`config.mk`:
```
export PLATFORM = sky130hd
export DESIGN_NAME = mhpq_ctrl
export DESIGN_NICKNAME = d
export VERILOG_FILES = /design/src/hw/rtl/mhpq_pkg.sv /design/src/hw/rtl/mhpq_ctrl.sv
export SDC_FILE = /design/constraint.sdc
export NUM_CORES = 1
export LEC_CHECK = 0
export ABC_CLOCK_PERIOD_IN_PS = 4300
export BUFFER_PORTS_ARGS = -buffer_cell sky130_fd_sc_hd__buf_2
export CAP_MARGIN = 20
export CORE_MARGIN = 2
export CORE_UTILIZATION = 46
export DETAILED_ROUTE_END_ITERATION = 6
export PLACE_DENSITY = 0.76
export SKIP_CTS_REPAIR_TIMING = 1
export SYNTH_ARGS = -nofsm -noshare
export SYNTH_HDL_FRONTEND = slang
export SYNTH_SLANG_ARGS = --single-unit
```
`constraint.sdc`:
```
create_clock -name clk_i -period 4.3 [get_ports clk_i]
set_input_delay 0 -clock clk_i [delete_from_list [all_inputs] [get_ports clk_i]]
set_output_delay 0 -clock clk_i [all_outputs]
set_load 0.05 [all_outputs]
```
`src/hw/rtl/mhpq_pkg.sv`:
```
// ----------------------------------------------------------------------------
// Min-heap priority queue package
// Shared constants, entry and memory request types, and the action, status,
// comparator select and sequencer state codes.
// ----------------------------------------------------------------------------
package mhpq_pkg;

  localparam int CAPACITY = 128;
  localparam int IDX_W    = (CAPACITY > 1) ? $clog2(CAPACITY) : 1;
  localparam int CNT_W    = $clog2(CAPACITY + 1);
  localparam int CHILD_W  = $clog2(2 * CAPACITY + 1);
  localparam int SYM_W    = 8;
  localparam int KEY_W    = 32;
  localparam int OCC_W    = 8;

  typedef logic [IDX_W-1:0] idx_t;
  typedef logic [CNT_W-1:0] cnt_t;

  typedef struct packed {
    logic [SYM_W-1:0] sym;
    logic [KEY_W-1:0] key;
  } entry_t;

  typedef struct packed {
    logic   we;
    idx_t   waddr;
    entry_t wdata;
    idx_t   raddr_a;
    idx_t   raddr_b;
  } ram_req_t;

  typedef enum logic [1:0] {
    ACT_INSERT  = 2'd0,
    ACT_EXTRACT = 2'd1,
    ACT_CLEAR   = 2'd2
  } act_e;

  typedef enum logic [1:0] {
    ST_OK    = 2'd0,
    ST_FULL  = 2'd1,
    ST_EMPTY = 2'd2
  } status_e;

  typedef enum logic [1:0] {
    CMP_UP   = 2'd0,
    CMP_PICK = 2'd1,
    CMP_DOWN = 2'd2
  } cmp_sel_e;

  typedef enum logic [2:0] {
    S_IDLE    = 3'd0,
    S_UP      = 3'd1,
    S_UP_CMP  = 3'd2,
    S_EX_LOAD = 3'd3,
    S_DN      = 3'd4,
    S_DN_SEL  = 3'd5,
    S_DN_CMP  = 3'd6,
    S_FIN     = 3'd7
  } state_e;

endpackage

```
`src/hw/rtl/mhpq_ctrl.sv`:
```
// ----------------------------------------------------------------------------
// Heap sequencer
// Runs insert with sift-up and extract with sift-down one level at a time,
// holding the moving entry in a register and writing only the hole.
// ----------------------------------------------------------------------------
module mhpq_ctrl (
  input  logic                               clk_i,
  input  logic                               rst_ni,
  input  logic                               in_valid_i,
  output logic                               in_ready_o,
  input  logic [1:0]                         action_i,
  input  logic [mhpq_pkg::SYM_W-1:0]         symbol_i,
  input  logic [mhpq_pkg::KEY_W-1:0]         weight_i,
  output logic                               res_valid_o,
  input  logic                               res_ready_i,
  output logic [mhpq_pkg::SYM_W-1:0]         out_symbol_o,
  output logic [mhpq_pkg::KEY_W-1:0]         out_weight_o,
  output logic                               out_valid_o,
  output logic [1:0]                         status_o,
  output logic [mhpq_pkg::OCC_W-1:0]         occupancy_o,
  output mhpq_pkg::ram_req_t                 ram_req_o,
  input  mhpq_pkg::entry_t                   rd_a_i,
  input  mhpq_pkg::entry_t                   rd_b_i,
  output mhpq_pkg::cmp_sel_e                 cmp_sel_o,
  output logic [mhpq_pkg::KEY_W-1:0]         mov_key_o,
  output logic [mhpq_pkg::KEY_W-1:0]         child_key_o,
  input  logic                               cmp_lt_i
);

  localparam int CHW = mhpq_pkg::CHILD_W;

  mhpq_pkg::state_e  state_q, state_d;
  mhpq_pkg::cnt_t    count_q, count_d;
  mhpq_pkg::idx_t    hole_q, hole_d;
  mhpq_pkg::idx_t    child_idx_q, child_idx_d;
  mhpq_pkg::entry_t  mov_q, mov_d;
  mhpq_pkg::entry_t  child_q, child_d;
  mhpq_pkg::entry_t  wk_ent_q, wk_ent_d;
  logic              wk_valid_q, wk_valid_d;
  mhpq_pkg::status_e wk_status_q, wk_status_d;

  logic                      res_valid_q, res_valid_d;
  mhpq_pkg::entry_t          out_ent_q, out_ent_d;
  logic                      out_valid_q, out_valid_d;
  mhpq_pkg::status_e         out_status_q, out_status_d;
  logic [mhpq_pkg::OCC_W-1:0] occ_q, occ_d;

  logic           accept;
  logic [CHW-1:0] left;
  logic [CHW-1:0] right;
  logic [CHW-1:0] count_ext;
  mhpq_pkg::idx_t parent;

  assign accept    = in_valid_i && in_ready_o;
  assign left      = (CHW'(hole_q) << 1) + CHW'(1);
  assign right     = left + CHW'(1);
  assign count_ext = CHW'(count_q);
  assign parent    = (hole_q - mhpq_pkg::idx_t'(1)) >> 1;

  assign in_ready_o   = (state_q == mhpq_pkg::S_IDLE);
  assign res_valid_o  = res_valid_q;
  assign out_symbol_o = out_ent_q.sym;
  assign out_weight_o = out_ent_q.key;
  assign out_valid_o  = out_valid_q;
  assign status_o     = out_status_q;
  assign occupancy_o  = occ_q;
  assign mov_key_o    = mov_q.key;
  assign child_key_o  = child_q.key;

  always_ff @(posedge clk_i or negedge rst_ni) begin
    if (!rst_ni) begin
      state_q     <= mhpq_pkg::S_IDLE;
      count_q     <= '0;
      res_valid_q <= 1'b0;
    end else begin
      state_q     <= state_d;
      count_q     <= count_d;
      res_valid_q <= res_valid_d;
    end
  end

  always_ff @(posedge clk_i) begin
    hole_q       <= hole_d;
    child_idx_q  <= child_idx_d;
    mov_q        <= mov_d;
    child_q      <= child_d;
    wk_ent_q     <= wk_ent_d;
    wk_valid_q   <= wk_valid_d;
    wk_status_q  <= wk_status_d;
    out_ent_q    <= out_ent_d;
    out_valid_q  <= out_valid_d;
    out_status_q <= out_status_d;
    occ_q        <= occ_d;
  end

  always_comb begin
    state_d      = state_q;
    count_d      = count_q;
    hole_d       = hole_q;
    child_idx_d  = child_idx_q;
    mov_d        = mov_q;
    child_d      = child_q;
    wk_ent_d     = wk_ent_q;
    wk_valid_d   = wk_valid_q;
    wk_status_d  = wk_status_q;
    res_valid_d  = res_valid_q && !res_ready_i;
    out_ent_d    = out_ent_q;
    out_valid_d  = out_valid_q;
    out_status_d = out_status_q;
    occ_d        = occ_q;
    cmp_sel_o    = mhpq_pkg::CMP_UP;

    ram_req_o.we      = 1'b0;
    ram_req_o.waddr   = hole_q;
    ram_req_o.wdata   = mov_q;
    ram_req_o.raddr_a = parent;
    ram_req_o.raddr_b = parent;

    unique case (state_q)
      mhpq_pkg::S_IDLE: begin
        ram_req_o.raddr_a = '0;
        ram_req_o.raddr_b = mhpq_pkg::idx_t'(count_q - mhpq_pkg::cnt_t'(1));
        if (accept) begin
          wk_ent_d    = '0;
          wk_valid_d  = 1'b0;
          wk_status_d = mhpq_pkg::ST_OK;
          state_d     = mhpq_pkg::S_FIN;
          case (mhpq_pkg::act_e'(action_i))
            mhpq_pkg::ACT_INSERT: begin
              if (count_q >= mhpq_pkg::cnt_t'(mhpq_pkg::CAPACITY)) begin
                wk_status_d = mhpq_pkg::ST_FULL;
              end else begin
                mov_d   = '{sym: symbol_i, key: weight_i};
                hole_d  = mhpq_pkg::idx_t'(count_q);
                count_d = count_q + mhpq_pkg::cnt_t'(1);
                state_d = mhpq_pkg::S_UP;
              end
            end
            mhpq_pkg::ACT_EXTRACT: begin
              if (count_q == '0) begin
                wk_status_d = mhpq_pkg::ST_EMPTY;
              end else begin
                count_d = count_q - mhpq_pkg::cnt_t'(1);
                state_d = mhpq_pkg::S_EX_LOAD;
              end
            end
            mhpq_pkg::ACT_CLEAR: begin
              count_d = '0;
            end
            default: begin
            end
          endcase
        end
      end
      mhpq_pkg::S_UP: begin
        if (hole_q == '0) begin
          ram_req_o.we = 1'b1;
          state_d      = mhpq_pkg::S_FIN;
        end else begin
          state_d = mhpq_pkg::S_UP_CMP;
        end
      end
      mhpq_pkg::S_UP_CMP: begin
        cmp_sel_o    = mhpq_pkg::CMP_UP;
        ram_req_o.we = 1'b1;
        if (cmp_lt_i) begin
          ram_req_o.wdata = rd_a_i;
          hole_d          = parent;
          state_d         = mhpq_pkg::S_UP;
        end else begin
          state_d = mhpq_pkg::S_FIN;
        end
      end
      mhpq_pkg::S_EX_LOAD: begin
        wk_ent_d   = rd_a_i;
        wk_valid_d = 1'b1;
        mov_d      = rd_b_i;
        hole_d     = '0;
        state_d    = (count_q == '0) ? mhpq_pkg::S_FIN : mhpq_pkg::S_DN;
      end
      mhpq_pkg::S_DN: begin
        ram_req_o.raddr_a = mhpq_pkg::idx_t'(left);
        ram_req_o.raddr_b = mhpq_pkg::idx_t'(right);
        if (left >= count_ext) begin
          ram_req_o.we = 1'b1;
          state_d      = mhpq_pkg::S_FIN;
        end else begin
          state_d = mhpq_pkg::S_DN_SEL;
        end
      end
      mhpq_pkg::S_DN_SEL: begin
        cmp_sel_o = mhpq_pkg::CMP_PICK;
        if ((right < count_ext) && cmp_lt_i) begin
          child_d     = rd_b_i;
          child_idx_d = mhpq_pkg::idx_t'(right);
        end else begin
          child_d     = rd_a_i;
          child_idx_d = mhpq_pkg::idx_t'(left);
        end
        state_d = mhpq_pkg::S_DN_CMP;
      end
      mhpq_pkg::S_DN_CMP: begin
        cmp_sel_o    = mhpq_pkg::CMP_DOWN;
        ram_req_o.we = 1'b1;
        if (cmp_lt_i) begin
          ram_req_o.wdata = child_q;
          hole_d          = child_idx_q;
          state_d         = mhpq_pkg::S_DN;
        end else begin
          state_d = mhpq_pkg::S_FIN;
        end
      end
      mhpq_pkg::S_FIN: begin
        if (!res_valid_q || res_ready_i) begin
          res_valid_d  = 1'b1;
          out_ent_d    = wk_ent_q;
          out_valid_d  = wk_valid_q;
          out_status_d = wk_status_q;
          occ_d        = mhpq_pkg::OCC_W'(count_q);
          state_d      = mhpq_pkg::S_IDLE;
        end
      end
      default: begin
        state_d = mhpq_pkg::S_IDLE;
      end
    endcase
  end

  assert property (@(posedge clk_i) disable iff (!rst_ni)
    count_q <= mhpq_pkg::cnt_t'(mhpq_pkg::CAPACITY))
    else $error("Entry count exceeds capacity.");

  assert property (@(posedge clk_i) disable iff (!rst_ni)
    (state_q == mhpq_pkg::S_UP) |-> (mhpq_pkg::cnt_t'(hole_q) < count_q))
    else $error("Sift-up hole lies outside the heap.");

  assert property (@(posedge clk_i) disable iff (!rst_ni)
    (state_q == mhpq_pkg::S_DN_CMP) |-> (child_idx_q > hole_q))
    else $error("Sift-down child is not below its parent.");

  assert property (@(posedge clk_i) disable iff (!rst_ni)
    (accept && (action_i == mhpq_pkg::ACT_INSERT) &&
     (count_q < mhpq_pkg::cnt_t'(mhpq_pkg::CAPACITY)))
    |=> (count_q == $past(count_q) + mhpq_pkg::cnt_t'(1)))
    else $error("Insert did not grow the heap by one entry.");

  assert property (@(posedge clk_i) disable iff (!rst_ni)
    (res_valid_q && out_valid_q) |-> (out_status_q == mhpq_pkg::ST_OK))
    else $error("Extracted item reported with a failure status.");

endmodule

```
==> results.yml <==
status:
  status: "complete, no violations"
pwr:
  comb_power_share_pct: 51.7
  power_density_nw_per_um2: 742
  intPower_w: 0.00519
  peakVddDrop_mv: 0.574
  p_leak_nw: 5.91
  switching_share_pct: 49.6
  power_frac_seq_pct: 32.0
  switching_power_w: 0.00512
  pwr-share-clk_pct: 16.3
clock_tree:
  cts_made_buffers: 17
  clk_pin_slew_ns: 0.09
  clkLatencyLatePin_ns: 0.44
  cts-root-buf: "clkbuf_16"
  cts_max_level: 4
  cts_tree: "yes"
  ctsLongestPathBuffers: 2
  cts.sinks: 200
place:
  pre_cts_ws_ns: 0.767
  gp_congestion: 0.922
  port_buffers: 307
  hpwl_mm: 19.6
  placed_area_sq_um: 11600
  place_inst: 1293
setup_path:
  crit_path_top_delay_cell: "edfxtp_1"
  crit_path_end_kind: "register"
  cp_max_fo: 16
  path_cells: "nand3_1 > nor2_1 > xor2_1 > ha_1 > a211oi_1 > nand2_1 > o221ai_1 > and3_2 > mux2_2 > dlygate4sd3_1"
  reg2reg_slack_ns: 0.39
  cp-start-kind: "register"
  r2r_end: "child_key_o[13]"
  critical_path.max_stage_delay_ns: 0.61
  crit_arrival_ns: 4.10
  required_ns: 4.49
  crit_type: "register to register"
  r2r_cells: 10
  r2r_start: "hole_q[2]"
synth:
  yosysSeqAreaShare_pct: 58.2
  synth-seq-cells: 200
  yosys_warnings: 0
  synthFlopType: "edfxtp_1"
  yosysTopAreaCellShare_pct: 55.3
  synthesis.area_sq_um: 10200
  syn_area_per_cell_sq_um: 12.6
  synth_edf_count: 188
  yosysUniqueCellTypes: 55
  netlist.top_cell.by_area: "edfxtp_1"
  synth.area.top_cells: "edfxtp_1, mux2_2, buf_4"
  synth_cells: 809
  syn_nets: 958
  async_flop_share_pct: 6.00
final_layout:
  drive_gt1_share_pct: 36.9
  nNetsFinal: 1353
  fin_cells: 1498
  fin_util_pct: 63.7
  syn2layout_area_growth_pct: 36.1
  final_area_sq_um: 13900
routing:
  drtIter0Drc: 646
  dr_total_vias: 8504
  wirelength_mm: 32.4
  drc: 0
  avgRoutedWirePerCell_um: 21.7
  vias_per_cell: 5.68
  first_pass_iters: 6
  ant_nets: 0
sta:
  worst_slack_ns: 0.386
  tightest_slew_ns: 0.958
  final.setup_skew_ns: 0.0217
  setup_viol: 0
  tns_ns: 0
  max_freq_ghz: 0.255
  finalCriticalPeriod_ns: 3.91
  rsz0062_at_grt: "no"
  hold_viol: 0
  max_slew_margin_pct: 36.0
  period_share_pct: 91.0
  final_max_slew_viol_count: 0
floorplan:
  ios: 308
  rows: 54
  dieWidth_um: 153
  start_util_pct: 46.8
  die_h_um: 153
  die_area_sq_um: 23400
  core-area_sq_um: 21800
global_route:
  overflow: 0
  antenna_found_initial: 2
  grt_pass1_vias: 7440
  grt_first_pass_wirelength_mm: 42.5
  grt_use_total_pct: 23.5
  grt_max_degree: 82
hold_path:
  holdPathStages: 3
  min-delay-start: "cmp_lt_i"
  min_to: "state_q[0]"
  min_path_type: "input port to register"
run:
  cap_violations: 0
## worst max-delay path by stage
| stage | start | end | slack (ns) | cells after the start |
|---|---|---|---|---|
| 3_3_place_gp | hole_q[2] | child_key_o[0] | 0.80 | 10 |
| 3_5_place_dp | hole_q[2] | child_key_o[3] | 0.77 | 10 |
| 2_1_floorplan | state_q[2] | occupancy_o[0] | 0.66 | 4 |
| 5_1_grt | hole_q[2] | child_key_o[13] | 0.12 | 10 |
| 6_report | hole_q[2] | child_key_o[13] | 0.39 | 10 |
| 4_1_cts | hole_q[2] | child_q[38] | 0.72 | 10 |
## cell usage after synthesis (all sizes together) (3+ instances only)
| library cell | count |
|---|---|
| edfxtp | 188 |
| mux2 | 81 |
| buf | 77 |
| nand2 | 70 |
| o21ai | 53 |
| and3 | 45 |
| mux2i | 43 |
| clkbuf | 39 |
| nor2 | 23 |
| ha | 22 |
| a21oi | 18 |
| inv | 16 |
| xnor2 | 14 |
| dfrtp | 12 |
| nor3 | 9 |
| nand3 | 8 |
| o22ai | 8 |
| a22o | 7 |
| o221ai | 7 |
| nand2b | 6 |
| a21o | 5 |
| nand4 | 5 |
| or3 | 5 |
| xor2 | 5 |
| and2 | 4 |
| nor2b | 4 |
| o31ai | 3 |
## cell families after synthesis
kind of cell	Yosys count	synth area share [%]
adders and majority gates	22	2.70
xor gates and xnor gates	19	1.63
AOI/OAI and AO/OA	121	7.34
muxes	124	13.1
buffers and inverters	134	7.50
and+or+nand+nor	189	9.45
DFF	200	58.2
## state kept, by name (all words and copies together) (netlist names)
name          count
out_valid_o       1
mov_q             8
count_q           8
wk_valid_q        1
out_symbol_o      8
res_valid_o       1
occupancy_o       8
out_weight_o     32
child_q           8
child_idx_q       7
wk_status_q       2
status_o          2
hole_q            7
wk_ent_q         40
mov_key_o        32
child_key_o      32
state_q           3
## cell usage in the layout, fill, tap and decap left out, types with 7 or more instances in the layout
cell,netlist,routed
a21oi_1,18,17
a22o_1,7,7
and3_1,45,44
buf_2,11,307
buf_4,64,12
clkbuf_16,0,17
dfrtp_1,12,10
dlygate4sd3_1,0,172
edfxtp_1,188,188
ha_1,22,22
inv_1,16,16
mux2_2,81,81
mux2i_1,43,43
nand2_1,70,69
nand3_1,8,8
nor2_1,23,21
nor3_1,9,9
o21ai_0,53,53
o221ai_1,7,7
o22ai_1,8,8
xnor2_1,14,14
## layout make-up
| type | instances | area (sq um) |
|---|---|---|
| Fill cell | 1592 | 7930 |
| Timing Repair Buffer | 492 | 3370 |
| Inverter | 18 | 68.8 |
| Sequential cell | 200 | 5950 |
| Clock buffer | 17 | 425 |
| Antenna cell | 1 | 2.50 |
| Tap cell | 280 | 350 |
| Multi-Input combinational cell | 475 | 3540 |
| Clock inverter | 15 | 191 |
## power by group through the flow
| stage | logic [W] | clock network [W] | registers (W) |
|---|---|---|---|
| 3_5_place_dp | 0.00499 | 0 | 0.00331 |
| 5_1_grt | 0.00560 | 0.00177 | 0.00335 |
| 2_1_floorplan | 0.00353 | 0 | 0.00366 |
| 6_report | 0.00533 | 0.00168 | 0.00330 |
| 3_3_place_gp | 0.00499 | 0 | 0.00330 |
| 4_1_cts | 0.00502 | 0.00170 | 0.00328 |
## through the flow
stage	hold WS [ns]	total power (W)
4_1_cts	-0.564	0.00999
2_1_floorplan	-0.296	0.00718
3_3_place_gp	-0.0922	0.00828
3_5_place_dp	-0.0897	0.00831
6_report	0.0883	0.0103
5_1_grt	0.0973	0.0107
## per-layer routing
metal | wire (um) | share of wire (%) | global-route usage [%] | vias to the layer above
met4 | 1230 | 3.8 | 7.05 | 0
li1 | - | - | - | 3725
met1 | 12700 | 39 | 31.7 | 4140
met3 | 2640 | 8.1 | 5.16 | 113
met5 | 0 | 0 | 0 | -
met2 | 15900 | 49 | 38.3 | 526
## critical path, delay by kind of cell (launching register included)
kind / cells / cell delay, ns
multiplexers: 1 / 0.40
AND/OR/NAND/NOR: 4 / 1.15
AO/OA/AOI/OAI: 2 / 0.57
XOR/XNOR: 1 / 0.12
adder cells (fa/ha/maj): 1 / 0.22
flip-flops: 1 / 0.61
buffers and inverters: 1 / 0.58
Power figures use the tool's default switching activity.
