### src/hw/rtl/mhpq_pkg.sv
// ----------------------------------------------------------------------------
// Min-heap priority queue package
// Shared constants, entry and memory request types, and the action, status,
// comparator select and sequencer state codes.
// ----------------------------------------------------------------------------
package mhpq_pkg;

  localparam int CAPACITY = 128;
  localparam int IDX_W    = (CAPACITY > 1) ? $clog2(CAPACITY) : 1;
  localparam int CNT_W    = $clog2(CAPACITY + 1);
  localparam int CHILD_W  = $clog2(2 * CAPACITY + 1);
  localparam int SYM_W    = 8;
  localparam int KEY_W    = 32;
  localparam int OCC_W    = 8;

  typedef logic [IDX_W-1:0] idx_t;
  typedef logic [CNT_W-1:0] cnt_t;

  typedef struct packed {
    logic [SYM_W-1:0] sym;
    logic [KEY_W-1:0] key;
  } entry_t;

  typedef struct packed {
    logic   we;
    idx_t   waddr;
    entry_t wdata;
    idx_t   raddr_a;
    idx_t   raddr_b;
  } ram_req_t;

  typedef enum logic [1:0] {
    ACT_INSERT  = 2'd0,
    ACT_EXTRACT = 2'd1,
    ACT_CLEAR   = 2'd2
  } act_e;

  typedef enum logic [1:0] {
    ST_OK    = 2'd0,
    ST_FULL  = 2'd1,
    ST_EMPTY = 2'd2
  } status_e;

  typedef enum logic [1:0] {
    CMP_UP   = 2'd0,
    CMP_PICK = 2'd1,
    CMP_DOWN = 2'd2
  } cmp_sel_e;

  typedef enum logic [2:0] {
    S_IDLE    = 3'd0,
    S_UP      = 3'd1,
    S_UP_CMP  = 3'd2,
    S_EX_LOAD = 3'd3,
    S_DN      = 3'd4,
    S_DN_SEL  = 3'd5,
    S_DN_CMP  = 3'd6,
    S_FIN     = 3'd7
  } state_e;

endpackage

### src/hw/rtl/mhpq_cmp.sv
// ----------------------------------------------------------------------------
// Shared key comparator
// Selects one pair of keys for the current sequencer step and reports
// whether the first key is strictly smaller than the second.
// ----------------------------------------------------------------------------
module mhpq_cmp (
  input  mhpq_pkg::cmp_sel_e         sel_i,
  input  logic [mhpq_pkg::KEY_W-1:0] mov_key_i,
  input  logic [mhpq_pkg::KEY_W-1:0] rd_a_key_i,
  input  logic [mhpq_pkg::KEY_W-1:0] rd_b_key_i,
  input  logic [mhpq_pkg::KEY_W-1:0] child_key_i,
  output logic                       lt_o
);

  logic [mhpq_pkg::KEY_W-1:0] op_a;
  logic [mhpq_pkg::KEY_W-1:0] op_b;

  always_comb begin
    unique case (sel_i)
      mhpq_pkg::CMP_UP: begin
        op_a = mov_key_i;
        op_b = rd_a_key_i;
      end
      mhpq_pkg::CMP_PICK: begin
        op_a = rd_b_key_i;
        op_b = rd_a_key_i;
      end
      mhpq_pkg::CMP_DOWN: begin
        op_a = child_key_i;
        op_b = mov_key_i;
      end
      default: begin
        op_a = mov_key_i;
        op_b = rd_a_key_i;
      end
    endcase
  end

  assign lt_o = (op_a < op_b);

endmodule

### config.mk
export PLATFORM = sky130hd
export DESIGN_NAME = mhpq_cmp
export DESIGN_NICKNAME = d
export VERILOG_FILES = /design/src/hw/rtl/mhpq_pkg.sv /design/src/hw/rtl/mhpq_cmp.sv
export SDC_FILE = /design/constraint.sdc
export NUM_CORES = 1
export LEC_CHECK = 0
export BUFFER_PORTS_ARGS = -buffer_cell sky130_fd_sc_hd__buf_2
export CAP_MARGIN = 25
export CORE_ASPECT_RATIO = 1.75
export CORE_MARGIN = 2
export CORE_UTILIZATION = 34
export DETAILED_ROUTE_END_ITERATION = 10
export PLACE_DENSITY = 0.74
export SETUP_SLACK_MARGIN = 0.05
export SLEW_MARGIN = 25
export SYNTH_ARGS = -nofsm -noshare
export SYNTH_HDL_FRONTEND = slang
export SYNTH_SLANG_ARGS = --single-unit
### constraint.sdc
create_clock -name vclk -period 5.7
set_input_delay 0.57 -clock vclk [all_inputs]
set_output_delay 0.57 -clock vclk [all_outputs]
set_load 0.02 [all_outputs]
==> impl_metrics.prom, run 1 <==
# TYPE chip_impl_metric gauge
chip_impl_info{name="run_status",value="finished, final reports clean"} 1
chip_impl_metric{name="yosysWarnings",unit=""} 0
chip_impl_metric{name="area_delta_synth_final",unit="%"} 41.7
chip_impl_metric{name="first_global_vias",unit=""} 2026
chip_impl_metric{name="dieHeight",unit="um"} 95.1
chip_impl_metric{name="muxShareOfSynthArea",unit="%"} 19.2
chip_impl_metric{name="grt_first_pass_wirelength",unit="um"} 8030
chip_impl_metric{name="path_max_fanout",unit=""} 28
chip_impl_metric{name="worst_ir_drop_on_vdd",unit="uV"} 52.8
chip_impl_metric{name="num_rows",unit=""} 33
chip_impl_metric{name="grt_start_max_net_pins",unit=""} 65
chip_impl_info{name="critPathKind",value="in2out"} 1
chip_impl_metric{name="detail_route.wl_per_cell",unit="um"} 12.8
chip_impl_metric{name="worst_slew_margin_rel",unit="%"} 40.1
chip_impl_info{name="endpoint_class_of_the_critical_path",value="output pin"} 1
chip_impl_metric{name="post_cts.repair.setup_buffers",unit=""} 0
chip_impl_metric{name="grtUsageMet1",unit="%"} 17.3
chip_impl_metric{name="synth_xor_area_share",unit="%"} 0
chip_impl_info{name="cells_along_the_critical_path",value="buf_2 -> inv_1 -> ha_2 -> buf_4 -> a22oi_1 -> o21ai_0 -> ha_1 -> nand4_1 -> inv_1 -> a2111oi_0 -> a21oi_1 -> a2111oi_2 -> buf_2"} 1
chip_impl_metric{name="final_layout_size_suffix_gt1_share",unit="%"} 39.9
chip_impl_metric{name="syn-instance-count",unit=""} 227
chip_impl_metric{name="grt_antenna_before_repair",unit=""} 0
chip_impl_info{name="largest_cells_by_area_after_synthesis",value="ha_1 (26%), mux2i_1 (19%), a22oi_1 (14%), o21ai_0 (11%), nand2_1 (8.1%)"} 1
chip_impl_metric{name="route.vias.total",unit=""} 2131
chip_impl_metric{name="coreArea",unit="um2"} 4620
chip_impl_metric{name="synthAdderAreaFrac",unit="%"} 25.6
chip_impl_metric{name="drv.max_cap_violation_count",unit=""} 0
chip_impl_metric{name="cts-hold-fix-buffers",unit=""} 0
chip_impl_metric{name="route.detailed.vias_per_inst",unit=""} 5.39
chip_impl_metric{name="grt.total_usage",unit="%"} 17.5
chip_impl_metric{name="dp_hpwl",unit="um"} 4310
chip_impl_metric{name="drc",unit=""} 0
chip_impl_metric{name="post_cts.resized_instances",unit=""} 0
chip_impl_metric{name="num-nets-final",unit=""} 508
chip_impl_metric{name="netlist_area",unit="um2"} 1610
chip_impl_info{name="critPathSlowestCell",value="ha_2"} 1
chip_impl_info{name="startpoint_type",value="primary input"} 1
chip_impl_metric{name="final_period_minus_worst_setup_slack",unit="ns"} 4.27
chip_impl_info{name="path_type_of_the_worst_min_delay_path",value="in2out"} 1
chip_impl_info{name="top_usage_layer",value="met2"} 1
chip_impl_metric{name="pwr_density_cell",unit="nW/um2"} 85.7
chip_impl_metric{name="sequential_cell_area_in_the_final_layout",unit="um2"} 0
chip_impl_metric{name="synthDistinctLibCells",unit=""} 28
chip_impl_metric{name="postLayoutSetupSlackWorst",unit="ns"} 1.43
chip_impl_metric{name="critical_path_arrival",unit="ns"} 3.70
chip_impl_metric{name="nClkBuffers",unit=""} 0
chip_impl_metric{name="port-buffer-count",unit=""} 131
chip_impl_metric{name="critPathMaxStageDelay",unit="ns"} 0.58
chip_impl_metric{name="die_w",unit="um"} 56.1
chip_impl_metric{name="synth_area_in_compound_gates",unit="%"} 35.5
chip_impl_metric{name="gr-total-overflow",unit=""} 0
chip_impl_metric{name="setup-violations-final",unit=""} 0
chip_impl_metric{name="tightest_slew",unit="ns"} 0.899
chip_impl_info{name="ys_top_cells_by_count",value="nand2_1 (35), o21ai_0 (35), ha_1 (33), a22oi_1 (31), mux2i_1 (31)"} 1
chip_impl_metric{name="synthSimpleGateAreaFrac",unit="%"} 14.7
chip_impl_metric{name="globalRouteMet2Util",unit="%"} 38.8
chip_impl_metric{name="final_hold_viol_count",unit=""} 0
chip_impl_info{name="cell_accounting_for_the_most_synthesized_area",value="ha_1"} 1
chip_impl_info{name="grt_setup_unrepaired",value="no"} 1
chip_impl_metric{name="gp_congestion",unit=""} 0.778
chip_impl_metric{name="p_leak",unit="uW"} 0.00117
chip_impl_metric{name="mappedNetlistNets",unit=""} 390
chip_impl_metric{name="global_route_met3_usage",unit="%"} 1.76
chip_impl_metric{name="firstDrtPassIters",unit=""} 4
chip_impl_metric{name="synth.yosys.seq_area_share",unit="%"} 0
chip_impl_metric{name="required",unit="ns"} 5.13
chip_impl_metric{name="fp.dieArea",unit="um2"} 5330
chip_impl_metric{name="detail_route.iter0.violations",unit=""} 44
chip_impl_metric{name="start_util",unit="%"} 34.9
chip_impl_metric{name="postRouteAntennaNets",unit=""} 0
chip_impl_metric{name="final-instance-count-excl-fill",unit=""} 395
chip_impl_metric{name="wirelength",unit="um"} 5070
chip_impl_metric{name="io_pins",unit=""} 131
chip_impl_info{name="synth_top_family_by_area",value="compound AO/OA/AOI/OAI gates"} 1
chip_impl_metric{name="summed_negative_setup_slack_over_all_endpoints",unit="ns"} 0
chip_impl_info{name="startpoint",value="sel_i[0]"} 1
chip_impl_info{name="hp-start",value="mov_key_i[31]"} 1
chip_impl_metric{name="synthesis.area_per_instance",unit="um2"} 7.10
chip_impl_metric{name="nFlopsAndLatches",unit=""} 0
chip_impl_metric{name="slew_violations",unit=""} 0
chip_impl_metric{name="post-synth-top-area-fraction",unit="%"} 25.6
chip_impl_metric{name="finalCritPeriodShare",unit="%"} 74.8
chip_impl_metric{name="antennaDiodeCount",unit=""} 0
chip_impl_metric{name="dpl.cell_count",unit=""} 395
chip_impl_metric{name="post-place-ws",unit="ns"} 1.48
chip_impl_metric{name="clock.fmax",unit="MHz"} 234
chip_impl_metric{name="holdWs",unit="ns"} 1.71
[path summary, 6_finish.rpt]
kind | to | cells after the start | slack [ns]
setup / recovery | lt_o | 13 | 1.43
hold / removal | lt_o | 6 | 1.71
[routing by layer]
layer,wire (um),up-vias
met3,299,4
met4,42,0
met1,1760,941
met2,2970,75
li1,-,1111
met5,0,-
[critical path: cells and delay by family]
family / cells / cell delay (ns)
AO/OA/AOI/OAI: 5 / 1.31
adder cells (fa/ha/maj): 2 / 0.85
buffers and inverters: 5 / 0.83
AND/OR/NAND/NOR: 1 / 0.11
[layout make-up]
cell class / count / area [um2]
well taps: 52 / 65.1
repair buffers: 133 / 671
multi-input cells: 207 / 1540
fillers: 507 / 2340
inverters: 3 / 11.3
[logic make-up (layout without fill, tap and decap cells)]
family / Yosys count / after routing
buffers and inverters: 20 / 136
adders and majority gates: 33 / 33
muxes: 31 / 31
AOI/OAI and AO/OA: 90 / 90
and+or+nand+nor: 53 / 53
[through the flow]
| step | instance area [um2] | power, uW | util, % |
|---|---|---|---|
| floorplan | 1610 | 122 | - |
| global placement | 2280 | 192 | 49.4 |
| detailed placement | 2280 | 197 | 49.4 |
| CTS | 2280 | 198 | 49.4 |
| global route | 2280 | 226 | 49.4 |
| finish | 2280 | 196 | 49.4 |
[layout by cell type (no fill, tap or decap), drive strengths merged, types with 2 or more instances in the layout]
master,netlist,layout
a2111oi,2,2
a21oi,13,13
a22oi,31,31
buf,2,133
ha,33,33
inv,3,3
mux2i,31,31
nand2,35,35
nand3,3,3
nand4,6,6
nor2,3,3
nor2b,2,2
o211ai,2,2
o21ai,35,35
[power breakdown]
part	leakage [uW]	internal (uW)	total, uW	switching [uW]
clock network	0	0	0	0
logic	0.00117	96.4	196	99.3
registers	0	0	0	0
total	0.00117	96.4	196	99.3
Power figures use the tool's default switching activity.
==> inputs of run 2 (changes only) <==
--- a/config.mk
+++ b/config.mk
@@ -5,13 +5,14 @@
 export SDC_FILE = /design/constraint.sdc
 export NUM_CORES = 1
 export LEC_CHECK = 0
+export ABC_AREA = 1
 export BUFFER_PORTS_ARGS = -buffer_cell sky130_fd_sc_hd__buf_2
 export CAP_MARGIN = 25
 export CORE_ASPECT_RATIO = 1.75
 export CORE_MARGIN = 2
 export CORE_UTILIZATION = 34
 export DETAILED_ROUTE_END_ITERATION = 10
-export PLACE_DENSITY = 0.74
+export PLACE_DENSITY = 0.73
 export SETUP_SLACK_MARGIN = 0.05
 export SLEW_MARGIN = 25
 export SYNTH_ARGS = -nofsm -noshare
==> constraint.sdc (replaced) <==
create_clock -name vclk -period 4.28
set_input_delay 0.428 -clock vclk [all_inputs]
set_output_delay 0.428 -clock vclk [all_outputs]
set_load 0.02 [all_outputs]
==> run 2 against run 1 <==
  * Synthesized cell count is 28% higher
  * Sequential cell count unchanged
  * Count of clock-buffer cells in the layout is the same
  * Final area increased by 2.1%
  * Power increased by 43%
  * Via count rose by 12%
  * Largest cell class unchanged
  * Highest routed layer unchanged
==> impl_metrics.prom, run 2 <==
# TYPE chip_impl_metric gauge
chip_impl_metric{name="critPathMaxStageDelay",unit="ns"} 0.50
chip_impl_metric{name="pwr_density_cell",unit="nW/um2"} 120
chip_impl_metric{name="first_global_vias",unit=""} 2447
chip_impl_info{name="yosys.cell_count.top_type",value="nand2_1"} 1
chip_impl_metric{name="drv.max_cap_violation_count",unit=""} 0
chip_impl_metric{name="num-nets-final",unit=""} 573
chip_impl_metric{name="cts-hold-fix-buffers",unit=""} 0
chip_impl_metric{name="mappedNetlistNets",unit=""} 454
chip_impl_metric{name="synthesis.area_per_instance",unit="um2"} 5.74
chip_impl_metric{name="worst_slew_margin_rel",unit="%"} 65.9
chip_impl_info{name="final_common_cell",value="buf_2"} 1
chip_impl_metric{name="setup-violations-final",unit=""} 0
chip_impl_metric{name="synthDistinctLibCells",unit=""} 24
chip_impl_metric{name="route.detailed.vias_per_inst",unit=""} 5.17
chip_impl_metric{name="yosysWarnings",unit=""} 0
chip_impl_metric{name="placement.cell_area",unit="um2"} 2330
chip_impl_metric{name="dp_hpwl",unit="um"} 4790
chip_impl_metric{name="path_max_fanout",unit=""} 46
chip_impl_metric{name="tightest_slew",unit="ns"} 0.512
chip_impl_metric{name="p_leak",unit="uW"} 0.00132
chip_impl_metric{name="port-buffer-count",unit=""} 131
chip_impl_metric{name="nFlopsAndLatches",unit=""} 0
chip_impl_metric{name="io_pins",unit=""} 131
chip_impl_metric{name="detail_route.iter0.violations",unit=""} 91
chip_impl_metric{name="start_util",unit="%"} 35.5
chip_impl_metric{name="drc",unit=""} 0
chip_impl_info{name="largest_cells_by_area_after_synthesis",value="ha_1 (25%), nand2_1 (19%), o21ai_0 (9.3%), a21oi_1 (8.7%), inv_1 (8.5%)"} 1
chip_impl_metric{name="antennaDiodeCount",unit=""} 0
chip_impl_metric{name="grt_first_pass_wirelength",unit="um"} 9460
chip_impl_metric{name="final-instance-count-excl-fill",unit=""} 460
chip_impl_info{name="run_status",value="finished, final reports clean"} 1
chip_impl_metric{name="gp_congestion",unit=""} 0.823
chip_impl_metric{name="netlist_area",unit="um2"} 1670
chip_impl_info{name="cell_accounting_for_the_most_synthesized_area",value="ha_1"} 1
chip_impl_info{name="final_cell_mix",value="buf_2 (131), nand2_1 (86), inv_1 (38)"} 1
chip_impl_info{name="startpoint_type",value="primary input"} 1
chip_impl_metric{name="finalCritPeriodShare",unit="%"} 78.3
chip_impl_metric{name="die_w",unit="um"} 57.0
chip_impl_info{name="ys_top_cells_by_count",value="nand2_1 (86), inv_1 (38), ha_1 (33), o21ai_0 (31), a21oi_1 (29)"} 1
chip_impl_metric{name="postRouteAntennaNets",unit=""} 0
chip_impl_info{name="critPathSlowestCell",value="ha_2"} 1
chip_impl_info{name="critPathKind",value="in2out"} 1
chip_impl_metric{name="final_hold_viol_count",unit=""} 0
chip_impl_metric{name="syn-instance-count",unit=""} 291
chip_impl_metric{name="dpl.cell_count",unit=""} 460
chip_impl_metric{name="post-synth-top-area-fraction",unit="%"} 24.7
chip_impl_metric{name="wirelength",unit="um"} 5610
chip_impl_metric{name="fin_area",unit="um2"} 2330
chip_impl_metric{name="slew_violations",unit=""} 0
chip_impl_metric{name="num_rows",unit=""} 33
chip_impl_metric{name="synth.yosys.seq_area_share",unit="%"} 0
chip_impl_metric{name="required",unit="ns"} 3.85
chip_impl_info{name="cells_along_the_critical_path",value="buf_2 -> inv_1 -> ha_2 -> buf_4 -> o21ai_0 -> ha_1 -> nand2_1 -> inv_1 -> nand3_1 -> nor2_1 -> nor4b_1 -> a21oi_2 -> buf_2"} 1
chip_impl_metric{name="area_delta_synth_final",unit="%"} 39.7
chip_impl_metric{name="sequential_cell_area_in_the_final_layout",unit="um2"} 0
chip_impl_metric{name="dieHeight",unit="um"} 96.7
chip_impl_metric{name="gr-total-overflow",unit=""} 0
chip_impl_metric{name="clock.fmax",unit="MHz"} 299
chip_impl_metric{name="detail_route.wl_per_cell",unit="um"} 12.2
chip_impl_metric{name="holdPathStages",unit=""} 10
chip_impl_metric{name="final_period_minus_worst_setup_slack",unit="ns"} 3.35
chip_impl_info{name="path_type_of_the_worst_min_delay_path",value="in2out"} 1
chip_impl_metric{name="nClkBuffers",unit=""} 0
chip_impl_metric{name="grt.total_usage",unit="%"} 19.9
chip_impl_info{name="endpoint_class_of_the_critical_path",value="output pin"} 1
chip_impl_metric{name="firstDrtPassIters",unit=""} 4
chip_impl_metric{name="worst_ir_drop_on_vdd",unit="uV"} 100
chip_impl_metric{name="critical_path_arrival",unit="ns"} 2.92
chip_impl_metric{name="post_cts.resized_instances",unit=""} 0
chip_impl_info{name="grt_setup_unrepaired",value="no"} 1
chip_impl_metric{name="post_cts.repair.setup_buffers",unit=""} 0
chip_impl_metric{name="grt_start_max_net_pins",unit=""} 47
chip_impl_metric{name="final_layout_size_suffix_gt1_share",unit="%"} 33.8
chip_impl_metric{name="coreArea",unit="um2"} 4710
chip_impl_metric{name="grt_antenna_before_repair",unit=""} 0
chip_impl_metric{name="route.vias.total",unit=""} 2377
chip_impl_metric{name="summed_negative_setup_slack_over_all_endpoints",unit="ns"} 0
chip_impl_metric{name="fp.dieArea",unit="um2"} 5510
==> run 2: changes by cell type in the layout (fill, tap and decap cells not counted), sizes merged, moves of 10 or more <==
cell	before	now
a21oi	13	30
mux2i	31	3
a22oi	31	0
o211ai	2	12
inv	3	39
nand2	35	87
a221oi	1	16
==> run 2: logic make-up (layout without fill, tap and decap cells) <==
family	after synthesis	after routing	synth area share, %
AOI/OAI and AO/OA	94	94	34.6
adders and majority gates	33	33	24.7
buffers and inverters	56	173	13.7
muxes	3	3	1.80
and+or+nand+nor	105	105	25.1
==> run 2: power breakdown <==
group	total, uW	internal [uW]	switching (uW)
Combinational	281	130	151
Clock	0	0	0
Sequential	0	0	0
Total	281	130	151
==> run 2: worst paths after layout <==
kind | start | end | slack [ns]
min | rd_b_key_i[31] | lt_o | 1.60
max | sel_i[0] | lt_o | 0.93
==> run 2: final cells by class <==
| cell class | instances | area [um2] |
|---|---|---|
| fillers | 515 | 2370 |
| inverters | 39 | 146 |
| multi-input cells | 235 | 1440 |
| well taps | 52 | 65.1 |
| repair buffers | 134 | 678 |
==> run 2: per-layer routing <==
layer,wire [um],global-route usage (%)
met5,0,0
met4,59,2.15
met3,245,0.134
met2,3140,41.6
met1,2170,21.5
==> run 2: critical path, delay by kind of cell <==
kind	cells	cell delay, ns
buffers and inverters	5	0.88
adder cells (fa/ha/maj)	2	0.79
AND/OR/NAND/NOR	4	0.55
AO/OA/AOI/OAI	2	0.25
==> run 2: stage by stage <==
stage | setup slack (ns) | util (%) | power [uW] | hold slack [ns]
after floorplan | 1.45 | - | 181 | 1.33
after global placement | 0.965 | 49.5 | 276 | 1.60
after detailed placement | 0.902 | 49.5 | 281 | 1.58
after CTS | 0.901 | 49.5 | 283 | 1.59
after global routing | 0.561 | 49.5 | 326 | 1.68
final | 0.930 | 49.5 | 281 | 1.60
==> inputs of run 3 (changes only) <==
--- a/config.mk
+++ b/config.mk
@@ -5,14 +5,14 @@
 export SDC_FILE = /design/constraint.sdc
 export NUM_CORES = 1
 export LEC_CHECK = 0
-export ABC_AREA = 1
+export ABC_AREA = 0
 export BUFFER_PORTS_ARGS = -buffer_cell sky130_fd_sc_hd__buf_2
 export CAP_MARGIN = 25
 export CORE_ASPECT_RATIO = 1.75
 export CORE_MARGIN = 2
 export CORE_UTILIZATION = 34
 export DETAILED_ROUTE_END_ITERATION = 10
-export PLACE_DENSITY = 0.73
+export PLACE_DENSITY = 0.76
 export SETUP_SLACK_MARGIN = 0.05
 export SLEW_MARGIN = 25
 export SYNTH_ARGS = -nofsm -noshare
==> constraint.sdc (replaced) <==
create_clock -name vclk -period 2.8
set_input_delay 0.28 -clock vclk [all_inputs]
set_output_delay 0.28 -clock vclk [all_outputs]
set_load 0.02 [all_outputs]
==> run 3 against run 2 <==
  * The flow now finishes with violations (setup timing)
  * Power rose by 87%
  * Non-clock buffer count rose by 23
  * Via count fell by 4.8%
  * Wire length rose by 6.0%
  * First-iteration DRC count fell by 11%
  * Sequential cell count did not move
  * Final area rose by 16%
  * Combinational power rose by 86%
  * Critical path depth did not move
==> impl_metrics.prom, run 3 (same netlist as run 1, synthesis figures left out) <==
# TYPE chip_impl_metric gauge
chip_impl_info{name="run_status",value="finished with violations"} 1
chip_impl_info{name="failing_checks",value="setup timing"} 1
chip_impl_metric{name="io_pins",unit=""} 131
chip_impl_metric{name="clock.fmax",unit="MHz"} 347
chip_impl_metric{name="drc",unit=""} 0
chip_impl_metric{name="route.detailed.vias_per_inst",unit=""} 5.40
chip_impl_info{name="path_type_of_the_worst_min_delay_path",value="in2out"} 1
chip_impl_metric{name="path_max_fanout",unit=""} 17
chip_impl_metric{name="firstDrtPassIters",unit=""} 4
chip_impl_metric{name="grt_antenna_before_repair",unit=""} 0
chip_impl_metric{name="worst_ir_drop_on_vdd",unit="uV"} 157
chip_impl_metric{name="final_period_minus_worst_setup_slack",unit="ns"} 2.88
chip_impl_info{name="hp-start",value="mov_key_i[31]"} 1
chip_impl_metric{name="area_delta_synth_final",unit="%"} 67.1
chip_impl_metric{name="power.share.sequential",unit="%"} 0
chip_impl_metric{name="holdPathStages",unit=""} 6
chip_impl_metric{name="die_w",unit="um"} 56.1
chip_impl_info{name="critPathSlowestCell",value="or4_4"} 1
chip_impl_metric{name="post-place-ws",unit="ns"} -0.182
chip_impl_metric{name="wirelength",unit="um"} 5950
chip_impl_metric{name="drv.max_cap_violation_count",unit=""} 0
chip_impl_metric{name="route.vias.total",unit=""} 2262
chip_impl_metric{name="gp_congestion",unit=""} 0.805
chip_impl_metric{name="num-nets-final",unit=""} 532
chip_impl_metric{name="port-buffer-count",unit=""} 131
chip_impl_metric{name="grt_start_max_net_pins",unit=""} 23
chip_impl_info{name="final_common_cell",value="buf_2"} 1
chip_impl_metric{name="placement.cell_area",unit="um2"} 2470
chip_impl_metric{name="dieHeight",unit="um"} 95.1
chip_impl_metric{name="postLayoutCoreUtil",unit="%"} 58.3
chip_impl_metric{name="critical_path_arrival",unit="ns"} 2.60
chip_impl_info{name="timing.hold.worst_endpoint",value="lt_o"} 1
chip_impl_metric{name="fin_area",unit="um2"} 2700
chip_impl_metric{name="coreArea",unit="um2"} 4620
chip_impl_metric{name="power.switching_fraction",unit="%"} 47.3
chip_impl_info{name="startpoint_type",value="primary input"} 1
chip_impl_metric{name="start_util",unit="%"} 34.9
chip_impl_metric{name="final_hold_viol_count",unit=""} 0
chip_impl_info{name="critPathKind",value="in2out"} 1
chip_impl_metric{name="antennaDiodeCount",unit=""} 0
chip_impl_metric{name="slew_violations",unit=""} 0
chip_impl_metric{name="critPathMaxStageDelay",unit="ns"} 0.44
chip_impl_metric{name="required",unit="ns"} 2.52
chip_impl_metric{name="postRouteAntennaNets",unit=""} 0
chip_impl_metric{name="detail_route.iter0.violations",unit=""} 81
chip_impl_metric{name="switching_power",unit="uW"} 248
chip_impl_metric{name="num_rows",unit=""} 33
chip_impl_info{name="endpoint_class_of_the_critical_path",value="output pin"} 1
chip_impl_metric{name="worst_slew_margin_rel",unit="%"} 75.4
chip_impl_metric{name="finalCritPeriodShare",unit="%"} 103
chip_impl_info{name="grt_setup_unrepaired",value="yes"} 1
chip_impl_metric{name="sequential_cell_area_in_the_final_layout",unit="um2"} 0
chip_impl_metric{name="fin_total_pwr",unit="uW"} 524
chip_impl_metric{name="setup-violations-final",unit=""} 1
chip_impl_metric{name="grt.total_usage",unit="%"} 21.7
chip_impl_metric{name="pwr-share-comb",unit="%"} 100.0
chip_impl_info{name="timing.critical_path.mode_cell",value="buf_4"} 1
chip_impl_metric{name="final_layout_size_suffix_gt1_share",unit="%"} 47.1
chip_impl_metric{name="p_leak",unit="uW"} 0.00135
chip_impl_metric{name="detail_route.wl_per_cell",unit="um"} 14.2
chip_impl_info{name="final_cell_mix",value="buf_2 (130), nand2_1 (34), mux2i_1 (31), ha_1 (31), a22oi_1 (28)"} 1
chip_impl_metric{name="nFlopsAndLatches",unit=""} 0
chip_impl_metric{name="final.fill_count",unit=""} 445
chip_impl_metric{name="nClkBuffers",unit=""} 0
chip_impl_metric{name="pwr_density_cell",unit="nW/um2"} 195
chip_impl_metric{name="grt_first_pass_wirelength",unit="um"} 9670
chip_impl_metric{name="gr-total-overflow",unit=""} 0
chip_impl_info{name="critical_path.top_delay_family",value="simple AND/OR/NAND/NOR gates"} 1
chip_impl_metric{name="postLayoutSetupSlackWorst",unit="ns"} -0.0839
chip_impl_metric{name="fp.dieArea",unit="um2"} 5330
chip_impl_metric{name="cts-hold-fix-buffers",unit=""} 0
chip_impl_metric{name="dp_hpwl",unit="um"} 4750
chip_impl_metric{name="tightest_slew",unit="ns"} 0.367
chip_impl_metric{name="first_global_vias",unit=""} 2281
chip_impl_info{name="cells_along_the_critical_path",value="buf_4 -> inv_2 -> ha_4 -> bufbuf_16 -> nand2_1 -> o21ai_0 -> ha_1 -> nand4_1 -> or2_1 -> or4_4 -> o22ai_4 -> a2111oi_4 -> buf_4"} 1
chip_impl_metric{name="p_clk_share",unit="%"} 0
chip_impl_metric{name="worstPathBufferInverterCount",unit=""} 4
chip_impl_metric{name="power.internal",unit="uW"} 276
## run 3: timing repair
action | in CTS | in global routing
setup buffers | 2 | 2
gates cloned | 4 | 0
pin swaps | 11 | 12
resized for setup | 20 | 15
endpoints found under the setup margin | 1 | 1
## run 3: how the worst max path moves through the flow
| stage | end | slack (ns) | depth (start not counted) | start |
|---|---|---|---|---|
| after floorplan | lt_o | 0.15 | 11 | sel_i[0] |
| after global placement | lt_o | -0.20 | 13 | sel_i[0] |
| after detailed placement | lt_o | -0.18 | 14 | sel_i[1] |
| after CTS | lt_o | -0.08 | 13 | sel_i[0] |
| after global routing | lt_o | -0.14 | 13 | sel_i[0] |
| final | lt_o | -0.08 | 13 | sel_i[0] |
## run 3: metal layers
layer,GRT usage [%],part of all wire [%],wire length (um)
met4,3.17,1.2,69
met1,21.4,36,2120
met3,1.36,4.1,242
met2,47.9,59,3520
met5,0,0,0
## run 3: final cells by class
class	count	area, um2	area share [%]
Multi-Input combinational cell	207	1650	61.2
Timing Repair Buffer	157	968	35.9
Tap cell	52	65.1	2.41
Inverter	3	11.3	0.418
## run 3: power groups by stage
stage	sequential (uW)	clock, uW	combinational [uW]
floorplan	0	0	259
global placement	0	0	431
detailed placement	0	0	442
CTS	0	0	503
global route	0	0	583
finish	0	0	524
## run 3: metrics by stage
| step | hold slack [ns] | std cells | TNS [ns] |
|---|---|---|---|
| 2_1_floorplan | 0.914 | 227 | 0 |
| 3_3_place_gp | 1.18 | 411 | -0.196 |
| 3_5_place_dp | 1.18 | 411 | -0.182 |
| 4_1_cts | 1.18 | 417 | -0.0774 |
| 5_1_grt | 1.24 | 419 | -0.139 |
| 6_report | 1.18 | 419 | -0.0839 |
